--- src/gfsu_pkg.sv ---
// Shared types, constants and GF(2^8) helper functions for the field and S-box unit.
package gfsu_pkg;

	// Operation codes
	localparam logic [1:0] OpMul     = 2'd0;
	localparam logic [1:0] OpInv     = 2'd1;
	localparam logic [1:0] OpSbox    = 2'd2;
	localparam logic [1:0] OpInvSbox = 2'd3;

	// Configuration register indexes
	localparam logic CfgPoly   = 1'b0;
	localparam logic CfgAffine = 1'b1;

	// Reset values and fallback polynomial
	localparam logic [8:0] PolyFallback = 9'h12B;
	localparam logic [7:0] AffineReset  = 8'h63;

	// Square-and-multiply steps for a^254 (a^2 * a^4 * ... * a^128)
	localparam int InvSteps = 7;

	// All irreducible polynomials of degree 1 to 4; a reducible degree-8 polynomial has one as a factor
	localparam int NumFactors = 8;
	localparam logic [8:0] FactorPoly [NumFactors] = '{
		9'h002, 9'h003, 9'h007, 9'h00B, 9'h00D, 9'h013, 9'h019, 9'h01F
	};
	localparam int FactorDeg [NumFactors] = '{1, 1, 2, 3, 3, 4, 4, 4};

	// One item in the exponentiation chain
	typedef struct packed {
		logic [1:0] op;
		logic       done;   // multiply already applied, pass acc through
		logic [7:0] acc;
		logic [7:0] sq;
	} gfsu_item_t;

	// Product modulo x^8 + red
	function automatic logic [7:0] gf_mul(input logic [7:0] a, input logic [7:0] b,
			input logic [7:0] red);
		logic [7:0] acc;
		logic [7:0] x;
		acc = '0;
		x   = a;
		for (int i = 0; i < 8; i++) begin
			if (b[i]) begin
				acc = acc ^ x;
			end
			x = {x[6:0], 1'b0} ^ (x[7] ? red : 8'h00);
		end
		return acc;
	endfunction

	// Low byte of the polynomial actually used; bit 8 is implied
	function automatic logic [7:0] eff_poly_low(input logic [8:0] p);
		logic [8:0] rem;
		logic       ok;
		ok = p[8];
		for (int f = 0; f < NumFactors; f++) begin
			rem = p;
			for (int bi = 8; bi >= 1; bi--) begin
				if (bi >= FactorDeg[f] && rem[bi]) begin
					rem = rem ^ (FactorPoly[f] << (bi - FactorDeg[f]));
				end
			end
			if (rem == 9'd0) begin
				ok = 1'b0;
			end
		end
		return ok ? p[7:0] : PolyFallback[7:0];
	endfunction

	// Forward affine map: t ^ rotl1 ^ rotl2 ^ rotl3 ^ rotl4 ^ c
	function automatic logic [7:0] affine_fwd(input logic [7:0] t, input logic [7:0] c);
		return t ^ {t[6:0], t[7]} ^ {t[5:0], t[7:6]} ^ {t[4:0], t[7:5]}
			^ {t[3:0], t[7:4]} ^ c;
	endfunction

	// Inverse affine map: u = s ^ c, then rotl1 ^ rotl3 ^ rotl6
	function automatic logic [7:0] affine_inv(input logic [7:0] s, input logic [7:0] c);
		logic [7:0] u;
		u = s ^ c;
		return {u[6:0], u[7]} ^ {u[4:0], u[7:5]} ^ {u[1:0], u[7:2]};
	endfunction

endpackage

--- src/gfsu_step.sv ---
// One registered square-and-multiply step of the exponentiation chain.
module gfsu_step (
	input  logic                 clk,
	input  logic                 arst_n,
	input  logic [7:0]           red,
	input  logic                 in_valid,
	output logic                 in_ready,
	input  gfsu_pkg::gfsu_item_t in_item,
	output logic                 out_valid,
	input  logic                 out_ready,
	output gfsu_pkg::gfsu_item_t out_item
);

	logic                 valid_s1;
	gfsu_pkg::gfsu_item_t item_s1;
	gfsu_pkg::gfsu_item_t next_item;

	// acc *= sq and sq = sq^2 in parallel; finished multiplies pass through
	always_comb begin
		next_item = in_item;
		if (!in_item.done) begin
			next_item.acc  = gfsu_pkg::gf_mul(in_item.acc, in_item.sq, red);
			next_item.sq   = gfsu_pkg::gf_mul(in_item.sq, in_item.sq, red);
			next_item.done = (in_item.op == gfsu_pkg::OpMul);
		end
	end

	assign in_ready = !valid_s1 || out_ready;

	// Stage valid
	always_ff @(posedge clk or negedge arst_n) begin
		if (!arst_n) begin
			valid_s1 <= 1'b0;
		end else if (in_ready) begin
			valid_s1 <= in_valid;
		end
	end

	// Stage payload
	always_ff @(posedge clk) begin
		if (in_ready && in_valid) begin
			item_s1 <= next_item;
		end
	end

	assign out_valid = valid_s1;
	assign out_item  = item_s1;

endmodule

--- src/gf256_field_and_sbox_unit.sv ---
// Top level: pipelined GF(2^8) multiply, inverse, S-box and inverse S-box unit.
// Pipeline: ten register stages from input transaction to result (input
// prep, squaring, seven square-and-multiply stages, output with the affine map).
// Throughput: one transaction per cycle; each stage holds one item and stalls
// only when the stage after it is full.
// Reset: all stage valid bits clear, the polynomial returns to 0x12B and the
// affine constant to 0x63.
module gf256_field_and_sbox_unit (
	input  logic        clk,
	input  logic        arst_n,
	// input stream
	input  logic        s_tvalid,
	output logic        s_tready,
	input  logic [15:0] s_tdata,   // [7:0] operand_a, [15:8] operand_b
	input  logic [1:0]  s_tuser,   // [1:0] operation
	// result stream
	output logic        m_tvalid,
	input  logic        m_tready,
	output logic [7:0]  m_tdata,   // [7:0] result
	// configuration writes
	input  logic        cfg_valid,
	output logic        cfg_ready,
	input  logic        cfg_index,
	input  logic [8:0]  cfg_data
);

	localparam int N = gfsu_pkg::InvSteps;

	logic [7:0] eff_poly_q;
	logic [7:0] affine_q;

	logic       valid_s1;
	logic [1:0] op_s1;
	logic [7:0] x_s1;
	logic [7:0] b_s1;
	logic       s1_ready;

	logic                 valid_s2;
	gfsu_pkg::gfsu_item_t item_s2;
	gfsu_pkg::gfsu_item_t s2_next;
	logic                 s2_ready;

	logic                 chain_valid [N+1];
	logic                 chain_ready [N+1];
	gfsu_pkg::gfsu_item_t chain_item  [N+1];

	logic       out_valid_q;
	logic [7:0] result_q;
	logic       out_ready;
	logic [7:0] final_result;

	// Configuration registers; polynomial is checked once on write
	assign cfg_ready = 1'b1;

	always_ff @(posedge clk or negedge arst_n) begin
		if (!arst_n) begin
			eff_poly_q <= gfsu_pkg::PolyFallback[7:0];
			affine_q   <= gfsu_pkg::AffineReset;
		end else if (cfg_valid && cfg_ready) begin
			unique case (cfg_index)
				gfsu_pkg::CfgPoly:   eff_poly_q <= gfsu_pkg::eff_poly_low(cfg_data);
				gfsu_pkg::CfgAffine: affine_q   <= cfg_data[7:0];
				default: ;
			endcase
		end
	end

	// Stage 1: inverse affine map for the inverse S-box
	assign s1_ready = !valid_s1 || s2_ready;
	assign s_tready = s1_ready;

	always_ff @(posedge clk or negedge arst_n) begin
		if (!arst_n) begin
			valid_s1 <= 1'b0;
		end else if (s1_ready) begin
			valid_s1 <= s_tvalid;
		end
	end

	always_ff @(posedge clk) begin
		if (s1_ready && s_tvalid) begin
			op_s1 <= s_tuser;
			b_s1  <= s_tdata[15:8];
			x_s1  <= (s_tuser == gfsu_pkg::OpInvSbox)
				? gfsu_pkg::affine_inv(s_tdata[7:0], affine_q) : s_tdata[7:0];
		end
	end

	// Stage 2: seed the chain (a,b for multiply; acc=1, sq=x^2 otherwise)
	always_comb begin
		s2_next.op   = op_s1;
		s2_next.done = 1'b0;
		if (op_s1 == gfsu_pkg::OpMul) begin
			s2_next.acc = x_s1;
			s2_next.sq  = b_s1;
		end else begin
			s2_next.acc = 8'h01;
			s2_next.sq  = gfsu_pkg::gf_mul(x_s1, x_s1, eff_poly_q);
		end
	end

	assign s2_ready = !valid_s2 || chain_ready[0];

	always_ff @(posedge clk or negedge arst_n) begin
		if (!arst_n) begin
			valid_s2 <= 1'b0;
		end else if (s2_ready) begin
			valid_s2 <= valid_s1;
		end
	end

	always_ff @(posedge clk) begin
		if (s2_ready && valid_s1) begin
			item_s2 <= s2_next;
		end
	end

	assign chain_valid[0] = valid_s2;
	assign chain_item[0]  = item_s2;

	// Square-and-multiply stages
	for (genvar k = 0; k < N; k++) begin : g_step
		gfsu_step u_step (
			.clk       (clk),
			.arst_n    (arst_n),
			.red       (eff_poly_q),
			.in_valid  (chain_valid[k]),
			.in_ready  (chain_ready[k]),
			.in_item   (chain_item[k]),
			.out_valid (chain_valid[k+1]),
			.out_ready (chain_ready[k+1]),
			.out_item  (chain_item[k+1])
		);
	end

	// Output stage: forward affine map for the S-box
	assign final_result = (chain_item[N].op == gfsu_pkg::OpSbox)
		? gfsu_pkg::affine_fwd(chain_item[N].acc, affine_q) : chain_item[N].acc;

	assign out_ready      = !out_valid_q || m_tready;
	assign chain_ready[N] = out_ready;

	always_ff @(posedge clk or negedge arst_n) begin
		if (!arst_n) begin
			out_valid_q <= 1'b0;
		end else if (out_ready) begin
			out_valid_q <= chain_valid[N];
		end
	end

	always_ff @(posedge clk) begin
		if (out_ready && chain_valid[N]) begin
			result_q <= final_result;
		end
	end

	assign m_tvalid = out_valid_q;
	assign m_tdata  = result_q;

	// Any usable polynomial has a nonzero constant term
	a_poly_const: assert property (@(posedge clk) disable iff (!arst_n)
		eff_poly_q[0])
		else $error("effective polynomial has x as a factor");

	// A stalled first stage keeps its item
	a_s1_hold: assert property (@(posedge clk) disable iff (!arst_n)
		valid_s1 && !s2_ready |=> valid_s1 && $stable(op_s1) && $stable(x_s1))
		else $error("stage 1 item lost under stall");

	// A multiply has been applied exactly once by the end of the chain
	a_mul_done: assert property (@(posedge clk) disable iff (!arst_n)
		chain_valid[N] && chain_item[N].op == gfsu_pkg::OpMul |-> chain_item[N].done)
		else $error("multiply not applied in chain");

	// Input backpressure only when the output is blocked
	a_bp_cause: assert property (@(posedge clk) disable iff (!arst_n)
		!s_tready |-> m_tvalid && !m_tready)
		else $error("input stalled with output free");

endmodule

--- config.mk ---
export PLATFORM = sky130hd
export DESIGN_NAME = gf256_field_and_sbox_unit
export DESIGN_NICKNAME = d
export VERILOG_FILES = /design/src/gfsu_pkg.sv /design/src/gfsu_step.sv /design/src/gf256_field_and_sbox_unit.sv
export SDC_FILE = /design/constraint.sdc
export NUM_CORES = 2
export LEC_CHECK = 0
export BUFFER_PORTS_ARGS = -buffer_cell sky130_fd_sc_hd__clkbuf_2
export CORE_UTILIZATION = 40
export CTS_CLUSTER_SIZE = 40
export DETAILED_ROUTE_END_ITERATION = 7
export PLACE_DENSITY = 0.67
export SETUP_SLACK_MARGIN = 0.3
export SYNTH_ARGS = -nofsm -noshare
export SYNTH_HDL_FRONTEND = slang
export SYNTH_HIERARCHICAL = 1
export SYNTH_SLANG_ARGS = --single-unit
export TNS_END_PERCENT = 30
--- constraint.sdc ---
create_clock -name clk -period 8.4 [get_ports clk]
set_input_delay 0.42 -clock clk [delete_from_list [all_inputs] [get_ports clk]]
set_output_delay 0.42 -clock clk [all_outputs]
set_load 0.03 [all_outputs]
==> reports/results.ini <==
[drt]
via_per_inst = 6.10
first_pass_iters = 6
vias = 43800
drtIter0Drc = 4247
drt_wl_total_mm = 141
drc = 0
drt-wirelength-per-cell_um = 19.7
ant_nets = 0

[clock_network]
cts_made_buffers = 17
cts_root_buffer = clkbuf_16
cts_tree = built
insertion_delay_ns = 0.51
post-cts-setup-buffers = 0
htreeDepth = 4
cts.sinks = 194
cts_buffer_depth = 2
cts.clk_slew.worst_paths_ns = 0.08

[timing]
maxSlewHeadroom = 0.193
hold_violations = 0
finalWorstPathRequiredPeriod_ns = 5.77
max_freq_ghz = 0.173
holdWs_ns = 0.0865
min_period_over_period = 0.687
tightestPinTransition_ns = 1.20
slew_viol_final = 0
grt_setup_unrepaired = no
finalSetupTns_ns = 0
setup_viol = 0
finClkSkew_ns = 0.0189

[critical_path]
worstPathRequired_ns = 8.65
crit_top_cell = a21oi_1
endpoint_kind = register
crit_family = compound AO/OA/AOI/OAI gates
slowest_stage = dfrtp_4
start_kind = register
path_cells = buf_4, a21boi_0, o22ai_1, nor2_2, xnor3_1, a211oi_2, o211ai_1, a21oi_1, xor2_1, a21oi_1, nand3b_1, a311o_1
cp.arrival_ns = 6.02
path_class = register to register
path_buf_inv = 1
critPathMaxStageDelay_ns = 1.07
critical_path.max_fanout = 77

[yosys]
syn_area_per_cell_um2 = 7.44
syn-instance-count = 6068
ys_warn_count = 6
synthesis.nets = 6101
synth_area_um2 = 45100

[global_route]
grt_pass1_wl_mm = 222
overflow = 0
antenna_found_initial = 0
grt_usage = 0.239
grt_pass1_vias = 40100
grt_max_degree = 145

[layout]
fin_nets = 5706
area_growth_pct = 2.10
fillers = 11300
n_antenna_cell = 0
drive_above_1_share = 0.0813
final_cell_count_no_fill = 7174

[placed_design]
portBuffers = 42
gp_congestion = 0.943
hpwl_mm = 96.9
place_inst = 7141

[die]
fp.dieH_um = 338
die_area_um2 = 114000
die_x_um = 338
rows = 122
coreArea_um2 = 111000
start_util = 0.406
ios = 44

[min_path]
hp-class = input pin to register

[job]
maxCapViolCount = 0

[status]
status = completed

-- registers in the layout, indices dropped and copies added, names as in the netlist --
signal / count
affine_q: 8
eff_poly_q: 8
x_s1: 8
chain_item: 18
g_step.u_step/out_valid: 7
valid_s2: 1
valid_s1: 1
m_tvalid: 1
op_s1: 2
b_s1: 8
g_step.u_step/out_item: 124
m_tdata: 8
-- layer usage --
layer | wire length [um] | track usage | vias up
li1 | - | - | 20900
met5 | 0 | 0 | -
met4 | 3570 | 0.0679 | 0
met1 | 61700 | 0.323 | 20800
met3 | 9730 | 0.0235 | 255
met2 | 66000 | 0.403 | 1749
-- stage by stage --
stage | util | instance area (um^2) | setup WS, ns
floorplan | - | 45100 | 4.12
global placement | 0.409 | 45500 | 2.88
detailed placement | 0.409 | 45500 | 2.82
CTS | 0.414 | 46100 | 2.79
global route | 0.414 | 46100 | 2.25
finish | 0.414 | 46100 | 2.63
-- what timing repair did --
action,in CTS,in global routing
gates resized for setup,0,0
hold endpoints to repair,18,0
hold buffers,1,0
-- worst reg2reg max path: cells and delay by family, from the launching register on --
family | cells | cell delay [ns]
compound gates | 7 | 2.03
flops | 1 | 1.07
simple gates | 2 | 0.37
xor+xnor | 2 | 1.38
buf+inv | 1 | 0.65
-- cell type report --
class                      count  area, um^2  share of cell area
multi-input combinational   5213       36400               0.791
sequential                   194        5740               0.124
tap                         1488        1860              0.0404
timing repair buffer         128         996              0.0216
inverter                     119         447             0.00969
clock buffer                  18         429             0.00931
clock inverter                14         179             0.00388
-- path summary, 6_finish.rpt --
kind	from	slack, ns	to	depth (start not counted)
min in group asynchronous	arst_n	0.51	m_tvalid	2
max in group asynchronous	arst_n	7.34	eff_poly_q[7]	2
min reg2reg	g_step[5].u_step/out_item[18]	0.43	g_step[6].u_step/out_item[18]	0
max	eff_poly_q[7]	2.63	g_step[6].u_step/out_item[8]	12
min	s_tdata[12]	0.09	b_s1[4]	1
max reg2reg	eff_poly_q[7]	2.63	g_step[6].u_step/out_item[8]	12
-- placed cells by master, fill, tap and decap left out, types with 35 or more instances in the layout --
cell type and count:
a211o_1 35, a211oi_1 63, a21o_1 58, a21oi_1 218
and2_1 53, and3_1 125, buf_4 74, clkbuf_2 42
edfxtp_1 168, inv_1 96, mux2_2 67, mux2i_1 62
nand2_1 978, nand2b_1 125, nand3_1 202, nand3b_1 59
nand4_1 36, nor2_1 246, nor3_1 199, nor3b_1 40
nor4_1 74, o2111ai_1 40, o211ai_1 73, o21a_1 60
o21ai_0 311, o21ai_1 63, o31a_1 40, o31ai_1 44
xnor2_1 853, xnor3_1 92, xor2_1 233
Power is not shown: default switching activity piles up to over one toggle a cycle in this logic, so the estimate is an artifact.
